`config.mk`:
```
export PLATFORM = sky130hd
export DESIGN_NAME = multi_context_interval_timer_unit
export DESIGN_NICKNAME = d
export VERILOG_FILES = /design/src/rtl/core/mcit_pkg.sv /design/src/rtl/core/multi_context_interval_timer_unit.sv /design/src/rtl/core/mcit_ram.sv
export VERILOG_INCLUDE_DIRS = /design/src /design/src/rtl/core
export SDC_FILE = /design/constraint.sdc
export NUM_CORES = 1
export LEC_CHECK = 0
export ABC_AREA = 1
export BUFFER_PORTS_ARGS = -buffer_cell sky130_fd_sc_hd__buf_2
export CAP_MARGIN = 20
export CORE_MARGIN = 2
export CORE_UTILIZATION = 35
export DETAILED_ROUTE_END_ITERATION = 6
export MAX_ROUTING_LAYER = met4
export PLACE_DENSITY_LB_ADDON = 0.15
export SLEW_MARGIN = 10
export SYNTH_ARGS = -nofsm -noshare
export SYNTH_HDL_FRONTEND = slang
export SYNTH_SLANG_ARGS = --single-unit
```
`constraint.sdc`:
```
create_clock -name clock -period 17.2 [get_ports clock]
set_input_delay 0.86 -clock clock [delete_from_list [all_inputs] [get_ports clock]]
set_output_delay 0.86 -clock clock [all_outputs]
set_load 0.02 [all_outputs]
```
`src/rtl/core/multi_context_interval_timer_unit_macros.svh`:
```
// Assertion macros shared by the interval timer RTL
`ifndef MULTI_CONTEXT_INTERVAL_TIMER_UNIT_MACROS_SVH
`define MULTI_CONTEXT_INTERVAL_TIMER_UNIT_MACROS_SVH

// same-cycle implication under reset
`define MCIT_ASSERT_SAME(lbl, clk, rst, ante, cons, msg) \
   lbl: assert property (@(posedge clk) disable iff (rst) (ante) |-> (cons)) \
      else $error(msg);

// next-cycle implication under reset
`define MCIT_ASSERT_NEXT(lbl, clk, rst, ante, cons, msg) \
   lbl: assert property (@(posedge clk) disable iff (rst) (ante) |=> (cons)) \
      else $error(msg);

`endif

```
`src/rtl/core/mcit_pkg.sv`:
```
// Types, codes and constants of the interval timer bank
`timescale 1ns / 1ps
`default_nettype none
package mcit_pkg;

   localparam int NUM_CONTEXTS_DEF = 4;

   localparam logic [1:0] OP_WRITE = 2'd0;
   localparam logic [1:0] OP_READ  = 2'd1;
   localparam logic [1:0] OP_TICK  = 2'd2;

   localparam logic [3:0] OFS_STATUS  = 4'h0;
   localparam logic [3:0] OFS_CONTROL = 4'h4;
   localparam logic [3:0] OFS_PERIOD  = 4'h8;
   localparam logic [3:0] OFS_COUNT   = 4'hC;

   localparam int ST_TO    = 0;
   localparam int ST_RUN   = 1;
   localparam int CT_ITO   = 0;
   localparam int CT_CONT  = 1;
   localparam int CT_START = 2;
   localparam int CT_STOP  = 3;

   localparam logic [31:0] CT_WR_MASK = 32'h0000_000F;

   typedef struct packed {
      logic [1:0]  opcode;
      logic [1:0]  context_req;
      logic [3:0]  reg_offset;
      logic [31:0] write_data;
      logic [63:0] tick_time;
   } req_type;

   typedef struct packed {
      logic [31:0] read_data;
      logic        irq;
   } rsp_type;

   // only the low word of the time stamp matters: elapsed time wraps at 32 bits
   typedef struct packed {
      logic [1:0]  status;
      logic [3:0]  control;
      logic [31:0] period;
      logic [31:0] count;
      logic [31:0] last_time;
      logic        irq_pending;
   } ctx_state_type;

   localparam int STATE_W = $bits(ctx_state_type);

endpackage
`default_nettype wire

```
`src/rtl/core/multi_context_interval_timer_unit.sv`:
```
// Top level of the multi-context interval timer bank
//
//  channel  direction  handshake              payload
//  req      in         req_valid / req_ready  mcit_pkg::req_type (write, read, tick)
//  rsp      out        rsp_valid / rsp_ready  mcit_pkg::rsp_type (read data, irq)
//
//  One word per cycle while rsp is not stalled; each word passes a state RAM read, then
//  update, write-back and the result register.
//  A word on the same context as its predecessor takes the forwarded state.
//  Reset clears the per-context valid bits at once; an unwritten context reads as zero.
//  A stalled rsp holds the result; one more word is still taken into the update stage.
`timescale 1ns / 1ps
`default_nettype none
module multi_context_interval_timer_unit #(
   parameter int NUM_CONTEXTS = mcit_pkg::NUM_CONTEXTS_DEF
) (
   input  wire logic              clock,
   input  wire logic              reset,
   input  wire logic              req_valid,
   output logic                   req_ready,
   input  wire mcit_pkg::req_type req_data,
   output logic                   rsp_valid,
   input  wire logic              rsp_ready,
   output mcit_pkg::rsp_type      rsp_data
);
   import mcit_pkg::*;

   `include "multi_context_interval_timer_unit_macros.svh"

   localparam int IDX_W = (NUM_CONTEXTS > 1) ? $clog2(NUM_CONTEXTS) : 1;

   logic                  req_acc;
   logic [IDX_W-1:0]      rd_idx;
   logic                  rd_hit;

   logic                  s1_valid_ff, s1_valid_in;
   req_type               s1_req_ff;
   logic                  s1_hit_ff;
   logic                  s1_adv;
   logic [IDX_W-1:0]      s1_idx;

   logic [NUM_CONTEXTS-1:0] valid_ff, valid_in;
   logic                  rd_valid_ff;
   logic                  fwd_ff;
   ctx_state_type         fwd_data_ff;

   logic [STATE_W-1:0]    ram_q;
   logic                  ram_we;

   ctx_state_type         cur;
   ctx_state_type         nxt;
   rsp_type               res;

   logic                  rsp_valid_ff, rsp_valid_in;
   rsp_type               rsp_data_ff;

   assign req_acc = req_valid && req_ready;
   assign rd_idx  = IDX_W'(req_data.context_req);
   assign rd_hit  = (32'(req_data.context_req) < NUM_CONTEXTS);
   assign s1_idx  = IDX_W'(s1_req_ff.context_req);

   assign s1_adv    = s1_valid_ff && (!rsp_valid_ff || rsp_ready);
   assign req_ready = !s1_valid_ff || s1_adv;
   assign ram_we    = s1_adv && s1_hit_ff;

   mcit_ram #(
      .WIDTH (STATE_W),
      .DEPTH (NUM_CONTEXTS)
   ) u_state_ram (
      .clock   (clock),
      .wr_en   (ram_we),
      .wr_addr (s1_idx),
      .wr_data (nxt),
      .rd_en   (req_acc),
      .rd_addr (rd_idx),
      .rd_data (ram_q)
   );

   always_comb begin
      s1_valid_in = s1_valid_ff;
      if (req_acc) begin
         s1_valid_in = 1'b1;
      end else if (s1_adv) begin
         s1_valid_in = 1'b0;
      end
   end

   always_comb begin
      valid_in = valid_ff;
      if (ram_we) begin
         valid_in[s1_idx] = 1'b1;
      end
   end

   always_comb begin
      rsp_valid_in = rsp_valid_ff;
      if (s1_adv) begin
         rsp_valid_in = 1'b1;
      end else if (rsp_ready) begin
         rsp_valid_in = 1'b0;
      end
   end

   // update stage: pick current state, apply the word
   always_comb begin
      logic [31:0] now_lo;
      logic [31:0] c_raw;
      logic [31:0] reload;
      logic        expired;
      logic        run;

      if (fwd_ff) begin
         cur = fwd_data_ff;
      end else if (rd_valid_ff) begin
         cur = ctx_state_type'(ram_q);
      end else begin
         cur = '0;
      end

      nxt     = cur;
      res     = '0;
      now_lo  = s1_req_ff.tick_time[31:0];
      c_raw   = 32'd0;
      reload  = 32'd0;
      expired = 1'b0;
      run     = 1'b0;

      if (s1_hit_ff) begin
         case (s1_req_ff.opcode)
            OP_WRITE: begin
               case (s1_req_ff.reg_offset)
                  OFS_STATUS: begin
                     if (!s1_req_ff.write_data[ST_TO]) begin
                        nxt.status[ST_TO] = 1'b0;
                     end
                     if (!nxt.status[ST_TO]) begin
                        nxt.irq_pending = 1'b0;
                     end
                  end
                  OFS_CONTROL: begin
                     nxt.control = 4'(s1_req_ff.write_data & CT_WR_MASK);
                  end
                  OFS_PERIOD: begin
                     nxt.period = s1_req_ff.write_data;
                     nxt.count  = s1_req_ff.write_data;
                  end
                  default: begin
                  end
               endcase
            end
            OP_READ: begin
               case (s1_req_ff.reg_offset)
                  OFS_STATUS:  res.read_data = 32'(cur.status);
                  OFS_CONTROL: res.read_data = 32'(cur.control);
                  OFS_PERIOD:  res.read_data = cur.period;
                  OFS_COUNT:   res.read_data = cur.count;
                  default:     res.read_data = 32'd0;
               endcase
            end
            OP_TICK: begin
               run = cur.status[ST_RUN];
               if (!run && cur.control[CT_START]) begin
                  nxt.control[CT_START] = 1'b0;
                  run                   = 1'b1;
                  nxt.last_time         = now_lo;
               end
               if (run && nxt.control[CT_STOP]) begin
                  nxt.control[CT_STOP] = 1'b0;
                  run                  = 1'b0;
               end
               // count minus elapsed, and period minus overrun, side by side
               c_raw   = cur.count + nxt.last_time - now_lo;
               reload  = cur.period + cur.count + nxt.last_time - now_lo;
               expired = c_raw[31] || (c_raw == 32'd0);
               if (run) begin
                  nxt.last_time = now_lo;
                  if (expired) begin
                     nxt.status[ST_TO] = 1'b1;
                     if (nxt.control[CT_CONT]) begin
                        nxt.count = reload;
                     end else begin
                        nxt.count = 32'd0;
                        run       = 1'b0;
                     end
                  end else begin
                     nxt.count = c_raw;
                  end
               end
               nxt.status[ST_RUN] = run;
               if (nxt.control[CT_ITO] && nxt.status[ST_TO] && !cur.irq_pending) begin
                  res.irq         = 1'b1;
                  nxt.irq_pending = 1'b1;
               end
            end
            default: begin
            end
         endcase
      end
   end

   always_ff @(posedge clock) begin
      if (reset) begin
         s1_valid_ff  <= 1'b0;
         rsp_valid_ff <= 1'b0;
         valid_ff     <= '0;
         fwd_ff       <= 1'b0;
      end else begin
         s1_valid_ff  <= s1_valid_in;
         rsp_valid_ff <= rsp_valid_in;
         valid_ff     <= valid_in;
         if (req_acc) begin
            fwd_ff <= ram_we && (s1_idx == rd_idx);
         end else if (s1_adv) begin
            fwd_ff <= 1'b0;
         end
      end
   end

   always_ff @(posedge clock) begin
      if (req_acc) begin
         s1_req_ff   <= req_data;
         s1_hit_ff   <= rd_hit;
         rd_valid_ff <= valid_ff[rd_idx];
         fwd_data_ff <= nxt;
      end
      if (s1_adv) begin
         rsp_data_ff <= res;
      end
   end

   assign rsp_valid = rsp_valid_ff;
   assign rsp_data  = rsp_data_ff;

   `MCIT_ASSERT_SAME(a_we_needs_item, clock, reset, ram_we, s1_valid_ff && s1_hit_ff, "state write without an item in the update stage")
   `MCIT_ASSERT_SAME(a_fwd_needs_item, clock, reset, fwd_ff, s1_valid_ff, "forwarded state without an item")
   `MCIT_ASSERT_SAME(a_stall_cause, clock, reset, !req_ready, s1_valid_ff && rsp_valid_ff && !rsp_ready, "input stalled without a blocked result")
   `MCIT_ASSERT_NEXT(a_irq_only_tick, clock, reset, s1_adv && (s1_req_ff.opcode != OP_TICK), !rsp_data_ff.irq, "interrupt on a word that is not a tick")
   `MCIT_ASSERT_NEXT(a_irq_sets_pending, clock, reset, ram_we && res.irq, valid_ff[$past(s1_idx)], "interrupt raised without the context marked written")

endmodule
`default_nettype wire

```
`src/rtl/core/mcit_ram.sv`:
```
// Generic single-write, single-read RAM with registered read data
`timescale 1ns / 1ps
`default_nettype none
module mcit_ram #(
   parameter int WIDTH = 8,
   parameter int DEPTH = 4,
   localparam int AW = (DEPTH > 1) ? $clog2(DEPTH) : 1
) (
   input  wire logic             clock,
   input  wire logic             wr_en,
   input  wire logic [AW-1:0]    wr_addr,
   input  wire logic [WIDTH-1:0] wr_data,
   input  wire logic             rd_en,
   input  wire logic [AW-1:0]    rd_addr,
   output logic      [WIDTH-1:0] rd_data
);

   logic [WIDTH-1:0] mem_ff [DEPTH];
   logic [WIDTH-1:0] rd_data_ff;

   always_ff @(posedge clock) begin
      if (wr_en) begin
         mem_ff[wr_addr] <= wr_data;
      end
      if (rd_en) begin
         rd_data_ff <= mem_ff[rd_addr];
      end
   end

   assign rd_data = rd_data_ff;

endmodule
`default_nettype wire
```
==> impl_metrics.tcl <==
set metrics [dict create \
    crit_path_top_delay_cell "buf_4" \
    hp-class "in -> reg" \
    hold_violations 0 \
    grtUsageMet3 0.02452 \
    synth_edf_count 724 \
    io_pins 143 \
    crit_family "simple AND/OR/NAND/NOR gates" \
    setup_viol_count_final 0 \
    io_buffers 110 \
    outcome "finished clean" \
    fmaxAchievable_ghz 0.1528 \
    syn_to_final_growth_pct 12.96 \
    cellPowerDensity_mw_per_mm2 125.2 \
    core_mm2 0.1001 \
    nNetsFinal 3529 \
    die_h_um 321.8 \
    grt_overflow 0 \
    fin_crit_ns 6.543 \
    cts_max_level 3 \
    rsz0062_at_grt "no" \
    grt_pass1_wl_mm 157.9 \
    dr.pass1.iters 5 \
    drc 0 \
    grt_pass1_vias 23760 \
    ant_nets 0 \
    dieArea_mm2 0.1036 \
    top_usage_layer "met2" \
    path_clk_slew_ns 0.06 \
    dp_hpwl_mm 69.58 \
    chipWidth_um 321.8 \
    power.leakage_nw 15.43 \
    timing.final.crit_share 0.3804 \
    numCtsBuffers 82 \
    grt.total_usage 0.2131 \
    wl_per_cell_um 23.13 \
    synth.distinct_cells 51 \
    slew_viol_final 0 \
    cts_buffer_depth 3 \
    timing.slew.headroom 0.2554 \
    drive_gt1_frac 0.09781 \
    fin_total_pwr_mw 4.999 \
    endpoint_kind "flop" \
    path_common_cell "nand2_1" \
    worst_pin_slew_ns 1.117 \
    root_buffer "clkbuf_16" \
    rows 116 \
    crit_buf_inv 6 \
    routed_wl_mm 107.1 \
    tns_ns 0 \
    slowest_delay_ns 0.68 \
    synth_flop_cell "edfxtp_1" \
    gp_congestion 0.9687 \
    antenna_found_initial 0 \
    path_class "reg -> reg" \
    cts_tree "built" \
    ir_worst_vdd_mv 0.06941 \
    initial_core_util 0.3530 \
    holdBufCountCts 0 \
    vias 24270 \
    synthArstFlopShare 0 \
    synth-seq-cells 731 \
    clock_latency_ns 0.65 \
    clock_sinks 731 \
    routed_via_density 5.241 \
    ys_warn_count 0 \
    grt_max_degree 126 \
    post-cts-setup-buffers 0 \
    cts_resized 0 \
    antennaDiodeCount 0 \
    fin_cells 4631 \
    ys_seq_area_frac 0.6190 \
    use_met1 0.2789 \
    required_ns 17.66 \
    synth_cells 3177 \
    path_max_fanout 51 \
    dp.cells 4478 \
    netlist_area_mm2 0.03535 \
    start_kind "flop" \
    drv_cap 0 \
    use_met2 0.3518 \
    synth_nets 3441 \
    finClkSkew_ns 0.01954 \
    synth_area_per_cell_um2 11.13 \
    arrival_ns 7.00 \
    drtIter0Drc 1862 \
]
[layer usage]
metal	share of wire	vias up
met5	0	-
li1	-	11430
met4	0.023	0
met3	0.044	121
met2	0.48	604
met1	0.45	12120
[sequential cells by signal (all words and copies together) (netlist names)]
name / cells
fwd_data_ff: 103
fwd_ff: 1
rd_valid_ff: 1
rsp_data: 33
rsp_valid: 1
s1_idx: 2
s1_req_ff: 70
s1_valid_ff: 1
u_state_ram.mem_ff: 412
u_state_ram.rd_data: 103
valid_ff: 4
[where the power goes]
group	switching, mW	internal (mW)	leakage, nW	total (mW)
clock network	0.714	0.993	1.30	1.71
logic	0.833	0.357	7.17	1.19
registers	0.0231	2.08	6.96	2.10
[synth_stat cells (4+ instances only)]
cell type / number / share of area
nand3_1: 110 / 0.016
inv_1: 312 / 0.033
o21ai_1: 6 / 0.00085
o21bai_1: 6 / 0.0013
o22ai_1: 109 / 0.019
xnor2_1: 10 / 0.0025
o221ai_1: 38 / 0.0094
buf_1: 5 / 0.00053
dfxtp_1: 7 / 0.0040
a21o_1: 5 / 0.0011
or2_2: 5 / 0.00088
a21oi_1: 133 / 0.019
clkbuf_1: 121 / 0.013
edfxtp_1: 724 / 0.62
a22oi_1: 66 / 0.014
nand2_2: 6 / 0.0011
ha_1: 63 / 0.022
nand4_1: 12 / 0.0021
nor2_1: 319 / 0.034
nand2_1: 550 / 0.058
buf_2: 8 / 0.0011
inv_2: 16 / 0.0017
nor3_1: 18 / 0.0025
o21ai_0: 282 / 0.040
a21boi_0: 7 / 0.0015
o211ai_1: 4 / 0.00085
fa_1: 93 / 0.053
a22o_1: 34 / 0.0084
nand3_2: 4 / 0.0011
xor2_1: 12 / 0.0030
o21a_1: 32 / 0.0068
nor2_2: 12 / 0.0021
nand3b_1: 19 / 0.0040
[cells by family after synthesis]
| kind of cell | count (synthesis) | share of synthesized area |
|---|---|---|
| buffers and inverters | 468 | 0.05083 |
| DFF | 731 | 0.6190 |
| xor gates and xnor gates | 23 | 0.005911 |
| and+or+nand+nor | 1063 | 0.1238 |
| AOI/OAI and AO/OA | 736 | 0.1255 |
| adders and majority gates | 156 | 0.07497 |
[cells in the final DEF (no fill, tap or decap), types with 19 or more instances in the layout]
| cell | netlist | routed |
|---|---|---|
| a21oi_1 | 133 | 133 |
| fa_1 | 93 | 93 |
| nand2_1 | 550 | 550 |
| clkbuf_16 | 0 | 83 |
| clkinv_1 | 2 | 21 |
| ha_1 | 63 | 63 |
| o221ai_1 | 38 | 38 |
| nand3_1 | 110 | 110 |
| o21ai_0 | 282 | 282 |
| clkinv_2 | 0 | 21 |
| buf_4 | 1 | 29 |
| nand3b_1 | 19 | 19 |
| o22ai_1 | 109 | 109 |
| a22oi_1 | 66 | 66 |
| nor2_1 | 319 | 317 |
| buf_2 | 8 | 108 |
| o21a_1 | 32 | 32 |
| a22o_1 | 34 | 34 |
| inv_1 | 312 | 308 |
| edfxtp_1 | 724 | 724 |
[path summary, 6_finish.rpt]
check / from / end / slack [ns] / cells after the start
max: fwd_ff$_SDFFE_PP0P_ / u_state_ram.mem_ff[1][61]$_DFFE_PP_ / 10.66 / 28
min: req_data[85] / s1_req_ff[85]$_DFFE_PP_ / 0.38 / 1
max reg2reg: fwd_ff$_SDFFE_PP0P_ / u_state_ram.mem_ff[1][61]$_DFFE_PP_ / 10.66 / 28
min reg2reg: valid_ff[1]$_SDFFE_PP0P_ / valid_ff[1]$_SDFFE_PP0P_ / 0.46 / 2
[stage by stage]
stage / worst slack [ns] / utilization / cell area, um^2 / hold WS, ns
after floorplan: 8.378 / - / 35350 / 0.4349
after global placement: 10.75 / 0.3725 / 37310 / 0.4452
after detailed placement: 10.74 / 0.3725 / 37310 / 0.4580
after CTS: 10.72 / 0.3986 / 39920 / 0.3255
after global routing: 10.29 / 0.3987 / 39930 / 0.3516
final: 10.66 / 0.3987 / 39930 / 0.3820
[worst register-to-register path: cells and delay by family, from the launching register on]
| kind | cells | cell delay (ns) |
|---|---|---|
| buffers and inverters | 6 | 1.50 |
| AOI/OAI and AO/OA | 2 | 0.47 |
| DFF | 1 | 0.45 |
| adders and majority gates | 2 | 0.90 |
| and+or+nand+nor | 18 | 3.06 |
[layout make-up]
type	instances	area, um^2
Fill cell	9744	60220
Clock inverter	56	483.0
Clock buffer	96	2126
Sequential cell	731	21880
Inverter	330	1256
Timing Repair Buffer	142	844.6
Multi-Input combinational cell	1978	11710
Tap cell	1298	1624
No activity file was read; power rests on OpenSTA's default activity.
